[src/rtl/core/fbfl_pkg.sv]
`timescale 1ns / 1ps
`default_nettype none
package fbfl_pkg;

   localparam int SLOTS  = 64;
   localparam int SLOT_W = $clog2(SLOTS);
   localparam int LINK_W = SLOT_W + 1;

   localparam logic [LINK_W-1:0] LINK_END = LINK_W'(SLOTS);

   typedef enum logic [1:0] {
      ACT_TAKE  = 2'd0,
      ACT_PUT   = 2'd1,
      ACT_RESET = 2'd2,
      ACT_NOP   = 2'd3
   } action_type;

   typedef enum logic [1:0] {
      STS_DONE   = 2'd0,
      STS_EMPTY  = 2'd1,
      STS_REJECT = 2'd2
   } status_type;

   typedef enum logic [1:0] {
      ST_IDLE,
      ST_BUILD,
      ST_POP
   } state_type;

   typedef struct packed {
      logic              en;
      logic [SLOT_W-1:0] addr;
      logic [LINK_W-1:0] data;
   } link_wr_type;

endpackage
`default_nettype wire

[src/rtl/core/fbfl_link_ram.sv]
`timescale 1ns / 1ps
`default_nettype none
// Next-link store, one write and one registered read per cycle.
module fbfl_link_ram (
   input  wire logic                          clock,
   input  wire fbfl_pkg::link_wr_type         wr,
   input  wire logic                          rd_en,
   input  wire logic [fbfl_pkg::SLOT_W-1:0]   rd_addr,
   output logic      [fbfl_pkg::LINK_W-1:0]   rd_data
);

   logic [fbfl_pkg::LINK_W-1:0] mem [fbfl_pkg::SLOTS];

   always_ff @(posedge clock) begin
      if (wr.en) begin
         mem[wr.addr] <= wr.data;
      end
   end

   always_ff @(posedge clock) begin
      if (rd_en) begin
         rd_data <= mem[rd_addr];
      end
   end

endmodule
`default_nettype wire

[src/rtl/core/fixed_block_free_list_pool.sv]
`timescale 1ns / 1ps
`default_nettype none
// Put, empty take, unbuilt pool reset and no-op give their beat in the cycle after accept.
// A take that pops a free slot reads the link store: busy in ST_POP, beat registered from ST_POP.
// First take and a built pool reset walk the store one entry per cycle in ST_BUILD over the latched
// pool size (slot_count clamped to 1..64 at the first take); beat in the cycle after the walk ends.
// Throughput: one item a cycle while not busy; the receiver cannot stall the result beat.
// Reset (sync, active high): pool unbuilt, head empty, slot_count 64; link store left as it is.
module fixed_block_free_list_pool (
   input  wire logic                         clock,
   input  wire logic                         reset,
   input  wire logic                         start,
   output logic                              busy,
   input  wire logic [1:0]                   req_action,
   input  wire logic [fbfl_pkg::SLOT_W-1:0]  req_slot,
   output logic                              rsp_valid,
   output logic      [fbfl_pkg::SLOT_W-1:0]  rsp_granted_slot,
   output logic      [1:0]                   rsp_status,
   input  wire logic                         csr_wr_en,
   input  wire logic [fbfl_pkg::LINK_W-1:0]  csr_wr_data
);

   // control state
   fbfl_pkg::state_type           state_ff, state_in;
   logic [fbfl_pkg::LINK_W-1:0]   head_ff, head_in;        // SLOTS means empty
   logic                          built_ff, built_in;
   logic [fbfl_pkg::LINK_W-1:0]   count_ff, count_in;      // slots latched at build
   logic [fbfl_pkg::SLOT_W-1:0]   idx_ff, idx_in;          // walk position
   logic                          take_pend_ff, take_pend_in;
   logic [fbfl_pkg::LINK_W-1:0]   csr_slot_count_ff;

   // result beat
   logic                          rsp_valid_ff, rsp_valid_in;
   logic [fbfl_pkg::SLOT_W-1:0]   granted_ff, granted_in;
   fbfl_pkg::status_type          status_ff, status_in;

   // link store access
   fbfl_pkg::link_wr_type         link_wr;
   logic                          rd_en;
   logic [fbfl_pkg::LINK_W-1:0]   rd_data;
   logic [fbfl_pkg::LINK_W-1:0]   sat_count;
   logic                          walk_last;

   fbfl_link_ram u_link_ram (
      .clock   (clock),
      .wr      (link_wr),
      .rd_en   (rd_en),
      .rd_addr (head_ff[fbfl_pkg::SLOT_W-1:0]),
      .rd_data (rd_data)
   );

   always_ff @(posedge clock) begin
      if (reset) begin
         csr_slot_count_ff <= fbfl_pkg::LINK_END;
      end else if (csr_wr_en) begin
         csr_slot_count_ff <= csr_wr_data;
      end
   end

   // slot_count clamped to 1..SLOTS when the chain is first built
   always_comb begin
      if (csr_slot_count_ff == '0) begin
         sat_count = fbfl_pkg::LINK_W'(1);
      end else if (csr_slot_count_ff > fbfl_pkg::LINK_END) begin
         sat_count = fbfl_pkg::LINK_END;
      end else begin
         sat_count = csr_slot_count_ff;
      end
   end

   assign walk_last = ({1'b0, idx_ff} == count_ff - fbfl_pkg::LINK_W'(1));

   always_ff @(posedge clock) begin
      if (reset) begin
         state_ff     <= fbfl_pkg::ST_IDLE;
         head_ff      <= fbfl_pkg::LINK_END;
         built_ff     <= 1'b0;
         count_ff     <= '0;
         idx_ff       <= '0;
         take_pend_ff <= 1'b0;
         rsp_valid_ff <= 1'b0;
      end else begin
         state_ff     <= state_in;
         head_ff      <= head_in;
         built_ff     <= built_in;
         count_ff     <= count_in;
         idx_ff       <= idx_in;
         take_pend_ff <= take_pend_in;
         rsp_valid_ff <= rsp_valid_in;
      end
   end

   always_ff @(posedge clock) begin
      granted_ff <= granted_in;
      status_ff  <= status_in;
   end

   always_comb begin
      state_in     = state_ff;
      head_in      = head_ff;
      built_in     = built_ff;
      count_in     = count_ff;
      idx_in       = idx_ff;
      take_pend_in = take_pend_ff;
      rsp_valid_in = 1'b0;
      granted_in   = '0;
      status_in    = fbfl_pkg::STS_DONE;
      link_wr      = '0;
      rd_en        = 1'b0;

      case (state_ff)
         fbfl_pkg::ST_IDLE: begin
            if (start) begin
               case (fbfl_pkg::action_type'(req_action))
                  fbfl_pkg::ACT_TAKE: begin
                     if (!built_ff) begin
                        // lazy build: walk the chain, then hand out slot 0
                        built_in     = 1'b1;
                        count_in     = sat_count;
                        idx_in       = '0;
                        take_pend_in = 1'b1;
                        state_in     = fbfl_pkg::ST_BUILD;
                     end else if (head_ff == fbfl_pkg::LINK_END) begin
                        rsp_valid_in = 1'b1;
                        status_in    = fbfl_pkg::STS_EMPTY;
                     end else begin
                        rd_en    = 1'b1;
                        state_in = fbfl_pkg::ST_POP;
                     end
                  end
                  fbfl_pkg::ACT_PUT: begin
                     rsp_valid_in = 1'b1;
                     if (!built_ff || {1'b0, req_slot} >= count_ff) begin
                        status_in = fbfl_pkg::STS_REJECT;
                     end else begin
                        link_wr.en   = 1'b1;
                        link_wr.addr = req_slot;
                        link_wr.data = head_ff;
                        head_in      = {1'b0, req_slot};
                     end
                  end
                  fbfl_pkg::ACT_RESET: begin
                     if (built_ff) begin
                        idx_in       = '0;
                        take_pend_in = 1'b0;
                        state_in     = fbfl_pkg::ST_BUILD;
                     end else begin
                        rsp_valid_in = 1'b1;
                     end
                  end
                  default: begin
                     rsp_valid_in = 1'b1;
                  end
               endcase
            end
         end
         fbfl_pkg::ST_BUILD: begin
            link_wr.en   = 1'b1;
            link_wr.addr = idx_ff;
            link_wr.data = walk_last ? fbfl_pkg::LINK_END
                                     : fbfl_pkg::LINK_W'(idx_ff) + fbfl_pkg::LINK_W'(1);
            idx_in = idx_ff + fbfl_pkg::SLOT_W'(1);
            if (walk_last) begin
               rsp_valid_in = 1'b1;
               state_in     = fbfl_pkg::ST_IDLE;
               // a pending take pops slot 0 at once; its link is 1, or end for a single slot
               if (take_pend_ff) begin
                  head_in = (count_ff == fbfl_pkg::LINK_W'(1)) ? fbfl_pkg::LINK_END
                                                               : fbfl_pkg::LINK_W'(1);
               end else begin
                  head_in = '0;
               end
            end
         end
         fbfl_pkg::ST_POP: begin
            rsp_valid_in = 1'b1;
            granted_in   = head_ff[fbfl_pkg::SLOT_W-1:0];
            head_in      = rd_data;
            state_in     = fbfl_pkg::ST_IDLE;
         end
         default: begin
            state_in = fbfl_pkg::ST_IDLE;
         end
      endcase
   end

   assign busy             = (state_ff != fbfl_pkg::ST_IDLE);
   assign rsp_valid        = rsp_valid_ff;
   assign rsp_granted_slot = granted_ff;
   assign rsp_status       = status_ff;

   // a beat that is not a plain done carries no slot
   a_no_slot_on_fail: assert property (@(posedge clock) disable iff (reset)
      rsp_valid && rsp_status != fbfl_pkg::STS_DONE |-> rsp_granted_slot == '0)
      else $error("slot granted on failed beat");

   // head is either empty or a slot inside the built pool
   a_head_in_pool: assert property (@(posedge clock) disable iff (reset)
      head_ff == fbfl_pkg::LINK_END || head_ff < count_ff)
      else $error("free head outside pool");

   // walking the chain only once the pool size is latched
   a_walk_built: assert property (@(posedge clock) disable iff (reset)
      state_ff == fbfl_pkg::ST_BUILD |-> built_ff && count_ff != '0)
      else $error("chain walk without latched size");

   // a put never needs the store read, so its beat follows straight away
   a_put_beat: assert property (@(posedge clock) disable iff (reset)
      start && !busy && req_action == fbfl_pkg::ACT_PUT |=> rsp_valid && !busy)
      else $error("put beat missing");

   // a pop beat follows the link read
   a_pop_beat: assert property (@(posedge clock) disable iff (reset)
      state_ff == fbfl_pkg::ST_POP |=> rsp_valid && rsp_status == fbfl_pkg::STS_DONE)
      else $error("pop beat missing");

endmodule
`default_nettype wire
[config.mk]
export PLATFORM = sky130hd
export DESIGN_NAME = fixed_block_free_list_pool
export DESIGN_NICKNAME = d
export VERILOG_FILES = /design/src/rtl/core/fbfl_pkg.sv /design/src/rtl/core/fbfl_link_ram.sv /design/src/rtl/core/fixed_block_free_list_pool.sv
export SDC_FILE = /design/constraint.sdc
export NUM_CORES = 1
export LEC_CHECK = 0
export BUFFER_PORTS_ARGS = -buffer_cell sky130_fd_sc_hd__clkbuf_2
export CORE_ASPECT_RATIO = 1.5
export CORE_MARGIN = 1
export CORE_UTILIZATION = 45
export CTS_CLUSTER_SIZE = 25
export DETAILED_ROUTE_END_ITERATION = 10
export PLACE_DENSITY = 0.57
export SLEW_MARGIN = 30
export SYNTH_ARGS = -nofsm -noshare
export SYNTH_HDL_FRONTEND = slang
export SYNTH_SLANG_ARGS = --single-unit
[constraint.sdc]
create_clock -name clock -period 6.2 [get_ports clock]
set_input_delay 0 -clock clock [delete_from_list [all_inputs] [get_ports clock]]
set_output_delay 0 -clock clock [all_outputs]
set_load 0.02 [all_outputs]
# After elaboration in Yosys (flattened, before gate mapping)
# Memory sizes are Yosys's and may differ from the RTL's. A register that Yosys moved wholly into a read port is not among the register bits.
# Cells that the tools add are included.
dict set report op_classes {
  addsub 3
  n_lt_le_gt_ge 2
  n_eq_ne 17
  mux 47
  n_bitwise 1
  reduce_logical 16
}
# op n
set ops {}
lappend ops {{two-way mux 7 bit} 9}
lappend ops {{two-way mux 14 bit} 3}
lappend ops {{one-hot mux 14 bit (2 select lines)} 1}
lappend ops {{one-hot mux 6 bit (2 select lines)} 2}
lappend ops {{one-hot mux 7 bit (3 select lines)} 1}
lappend ops {{AND reduction 5 bit} 4}
lappend ops {{two-way mux 6 bit} 3}
lappend ops {{two-way mux 1 bit} 16}
lappend ops {{two-way mux 2 bit} 6}
lappend ops {{one-hot mux 2 bit (2 select lines)} 3}
lappend ops {{inequality test 2 bit, second input constant} 5}
lappend ops {{adder 6 x 1 -> 7 bit, second input constant} 1}
lappend ops {{equality test 6 x 7 -> 1 bit} 1}
lappend ops {{equality test 7 x 1 -> 1 bit, second input constant} 1}
lappend ops {{equality test 7 bit, second input constant} 1}
lappend ops {{greater-or-equal comparator 6 x 7 -> 1 bit} 1}
lappend ops {{> comparator 7 bit, second input constant} 1}
lappend ops {{logical NOT 7 bit} 1}
lappend ops {{subtractor 7 x 1 -> 7 bit, second input constant} 1}
lappend ops {{adder 6 x 1 -> 6 bit, second input constant} 1}
lappend ops {{inequality test 3 bit, second input constant} 2}
lappend ops {{nonzero test 2 bit} 3}
lappend ops {{equality test 2 x 1 -> 1 bit, second input constant} 2}
lappend ops {{equality test 2 bit, second input constant} 2}
lappend ops {{other kinds (13)} 15}
dict set report totals {
  reg_bits 40
  ramBits 448
  input_bits 19
  out_inout_bits 10
  wordCells 97
  n_memories 1
}
# name depth word_bits read_ports rd_ports_with_merged_regs wr line
set mem_list {}
lappend mem_list {u_link_ram.mem 64 7 1 1 1 fbfl_link_ram.sv:12} ;# logic [fbfl_pkg::LINK_W-1:0] mem [fbfl_pkg::SLOTS];

# Logic depth before layout (Yosys ltp)
dict set report logic_depth {
  word_depth 8
  depth_mapped 12
  depth_no_buf 8
}

# By module
# From an unflattened synthesis, not the netlist that was laid out.
dict set report unflattened {
  cells_unflattened 1166
  hier_area_um2 20428.3
}
# module n_inst cells_per_inst area_per_inst_um2 seq_area_each_um2
set by_module_without_submodules {}
lappend by_module_without_submodules {fbfl_link_ram 1 827 17705.7 13663.1}
lappend by_module_without_submodules {fixed_block_free_list_pool 1 339 2722.6 800.8}

# Worst setup path before layout
# Ideal clock, no wire load.
dict set report synth_timing {
  kind {register to register}
  start {reg state_ff[1]}
  end {mem u_link_ram.mem[0][3] (netlist bit), data pin}
  setup_time_ps 702
  arrival_ps 4170
  t_required_ps 5498
  path_slack_ps 1328
  stages_incl_launch_ff 8
  n_path_buf 3
  period_less_slack_ps 4872
  cell_sequence {dfxtp_1 inv_1 ha_1 buf_1 clkbuf_1 o31ai_4 buf_2 o21ai_0}
}
# item line
set synth_rtl {}
lappend synth_rtl {{from (decl)} fixed_block_free_list_pool.sv:24} ;# fbfl_pkg::state_type state_ff, state_in;
lappend synth_rtl {{from (signal assigned)} fixed_block_free_list_pool.sv:75} ;# state_ff <= fbfl_pkg::ST_IDLE;
lappend synth_rtl {{from (signal assigned)} fixed_block_free_list_pool.sv:83} ;# state_ff <= state_in;
lappend synth_rtl {{to (decl)} fbfl_link_ram.sv:12}

# Final worst setup path
dict set report layout_timing {
  start {reg state_ff[0]}
  end {mem u_link_ram.mem[33][5] (netlist bit) (enable)}
}
dict set report layout_between {
  elab_chain_cells 4
  word_cells_on_any_way 5
  cone_classes {eq/ne: 1; mux: 3; reduce/logical: 1}
}
# item line
set layout_rtl {}
lappend layout_rtl {{equality test 2 x 1 -> 1 bit or logical NOT 2 bit (tied branches)} fixed_block_free_list_pool.sv:111} ;# case (state_ff)
lappend layout_rtl {{one-hot mux 14 bit (2 select lines) (*)} fixed_block_free_list_pool.sv:111}
lappend layout_rtl {{two-way mux 1 bit} fbfl_link_ram.sv:15} ;# if (wr.en) begin
lappend layout_rtl {{two-way mux 1 bit (not written as such)} fbfl_link_ram.sv:16} ;# mem[wr.addr] <= wr.data;
# Every way passes the cells marked *; elsewhere a longest branch is shown, timed or not.

==> results.toml <==
[drt]
viasPerCell = 5.98
post_drt_wl_per_cell_um = 27.2
via_count = 10739
drc = 0
wirelength_um = 48800
firstDrtPassIters = 5
drtAntennaViolNets = 0
drt_iter0_markers = 694

[timing]
rsz0062_at_grt = "false"
tightest_slew_ps = 989
relSlewSlack_pct = 34.0
setup_viol = 0
post-route-min-period_ps = 4010
final-hold-violation-count = 0
period_share_pct = 64.7
clock_skew_ps = 17.8
tns_ps = 0
slew_viol_final = 0
max_freq_mhz = 249

[worst_setup_path]
path_class = "reg2reg"
cp_num_buf_inv = 1
crit_path_max_fanout = 18
critical-path-top-delay-family = "compound AO/OA/AOI/OAI gates"
worstPathRequired_ps = 6390
crit_chain = "inv_1 > ha_1 > nand4_1 > o31ai_4 > o211ai_2 > a21oi_1"
end_kind = "flop"
cp.arrival_ps = 4200
cp-start-kind = "flop"
max_stage_delay_ps = 820
cpMaxStageDelayCell = "o31ai_4"

[placed_design]
dp_hpwl_um = 31800
gp_congestion = 0.808
portBuffers = 28

[grt]
grt_max_degree = 93
grt_pass1_wl_um = 73600
antenna_found_initial = 0
grt_use_total_pct = 21.8
first_global_vias = 11188
grt-ovfl-total = 0

[clock_tree]
cts.sinks = 495
cts_tree = "built"
post_cts_resized = 0
cts-buffers-inserted = 45
htree_levels = 2
root_buffer = "clkbuf_16"
clock_latency_ps = 560
clock_path_buffers = 3
cts_setup_buffers = 0
clk_pin_slew_ps = 60

[yosys]
yosysSeqAreaShare_pct = 70.3
synth_ff_type = "edfxtp_1"
yosys_register_bits = 495
syn-cell-area_mm2 = 0.0206
synth_nets = 1165
yosysUniqueCellTypes = 75
yosys.area.top_type = "edfxtp_1"
synth_edf_count = 455
synthArstFlopShare_pct = 0
netlist_top_cells_area = "edfxtp_1, mux4_2, dfxtp_1"
syn_avg_cell_area_um2 = 18.2
syn_inst = 1133
yosysTopAreaCellShare_pct = 66.4
yosysWarningCount = 0

[floorplanning]
fp.dieW_um = 177
start_util_pct = 45.8
dieHeight_um = 264
num_rows = 95
num_io_pins = 29
die_area_mm2 = 0.0466
coreArea_mm2 = 0.0449

[power_and_ir_drop]
finalPower_mw = 6.42
total_leakage_power_nw = 7.39
irDropWorstVdd_mv = 0.262
p_per_area_mw_per_mm2 = 277

[cells_and_area]
final_util_pct = 51.6
nets = 1212
final_common_cell = "edfxtp_1"
area_growth_pct = 12.7
most-common-layout-cells = "edfxtp_1, mux4_2, nor2_1"
antenna_cells = 0
drive_gt1_share_pct = 26.6

[run_status]
status = "finished, final reports clean"

[worst_hold_path]
hold_class = "in2reg"

[job]
cap_violations = 0
[worst min-delay path, cell delays in order]
cell and delay [ps]:
clkbuf_2 170, inv_1 160, a2bb2oi_1 160, a311oi_1 90
[stage by stage]
stage	std cells	setup WS [ps]	hold slack (ps)	instance area, µm²
2_1_floorplan	1133	1330	118	20600
3_3_place_gp	1694	2090	204	21400
3_5_place_dp	1694	2230	218	21500
4_1_cts	1794	2190	37.3	23100
5_1_grt	1795	1910	72.2	23200
6_report	1795	2190	75.4	23200
[state kept, by name (all words and copies together), names as in the netlist, 2 cells and up]
| name | count |
|---|---|
| count_ff | 7 |
| csr_slot_count_ff | 7 |
| head_ff | 7 |
| idx_ff | 6 |
| rsp_granted_slot | 6 |
| rsp_status | 2 |
| state_ff | 2 |
| u_link_ram.mem | 448 |
| u_link_ram.rd_data | 7 |
[Yosys cell counts (5+ instances only)]
cell type,number
a211oi_2,6
o22ai_1,8
nor2b_1,5
nand2_1,36
xor2_1,8
a2bb2oi_1,5
nand4_1,5
a31oi_1,8
o31ai_1,6
dfxtp_1,40
nor4_1,7
nor3b_1,5
a211oi_1,17
mux2i_1,22
a21oi_1,31
or3_1,5
mux4_2,126
buf_2,22
o21ai_0,27
ha_1,13
clkbuf_1,30
nand2b_1,5
nor3_1,48
a22oi_1,6
and2_1,11
nor2_1,57
edfxtp_1,455
buf_6,6
buf_1,8
o2111ai_1,5
inv_1,21
o221ai_1,5
a311oi_1,5
[cells by family (layout without fill, tap and decap cells)]
logic type               after synthesis  count (layout)  synth area share [%]
AO/OA/AOI/OAI                        166             166                  6.30
XOR/XNOR                              11              11                 0.468
adder cells (fa/ha/maj)               13              13                 0.790
buffers and inverters                 91             171                  2.08
flip-flops                           495             495                  70.3
multiplexers                         149             149                  14.9
AND/OR/NAND/NOR                      208             208                  5.18
[final cells by class]
cell class              count  area (µm²)
well taps                 582         728
inverters                  21        78.8
clock inverters            18         130
fillers                  3599       21700
clock buffers              62        1250
repair buffers             70         548
flip-flops and latches    495       14500
multi-input cells         547        6000
[metal layers]
metal,up-vias,wire (µm),track usage (%)
met3,91,1870,2.42
met4,0,1680,8.27
li1,4743,-,-
met2,300,26800,39.3
met1,5605,18400,26.5
met5,-,0,0
[power by group]
group          switching (mW)  internal [mW]
sequential             0.0116           3.61
combinational           0.103         0.0604
clock                    1.18           1.46
total                    1.30           5.13
[repair_timing]
item,CTS,global route
endpoints found under the setup margin,0,0
hold buffers,20,0
endpoints found under the hold margin,12,0
[path summary, 6_finish.rpt]
| check | startpoint | endpoint | slack (ps) | cells past startpoint |
|---|---|---|---|---|
| setup reg to reg | state_ff[0]$_SDFFE_PP0P_ | u_link_ram.mem[33][5]$_DFFE_PP_ | 2190 | 6 |
| hold reg to reg | count_ff[1]$_SDFFE_PP0P_ | count_ff[1]$_SDFFE_PP0P_ | 560 | 2 |
| setup / recovery | state_ff[0]$_SDFFE_PP0P_ | u_link_ram.mem[33][5]$_DFFE_PP_ | 2190 | 6 |
| hold / removal | req_slot[5] | head_ff[5]$_SDFFE_PP0P_ | 80 | 4 |
No activity file was read; power rests on OpenSTA's default activity.
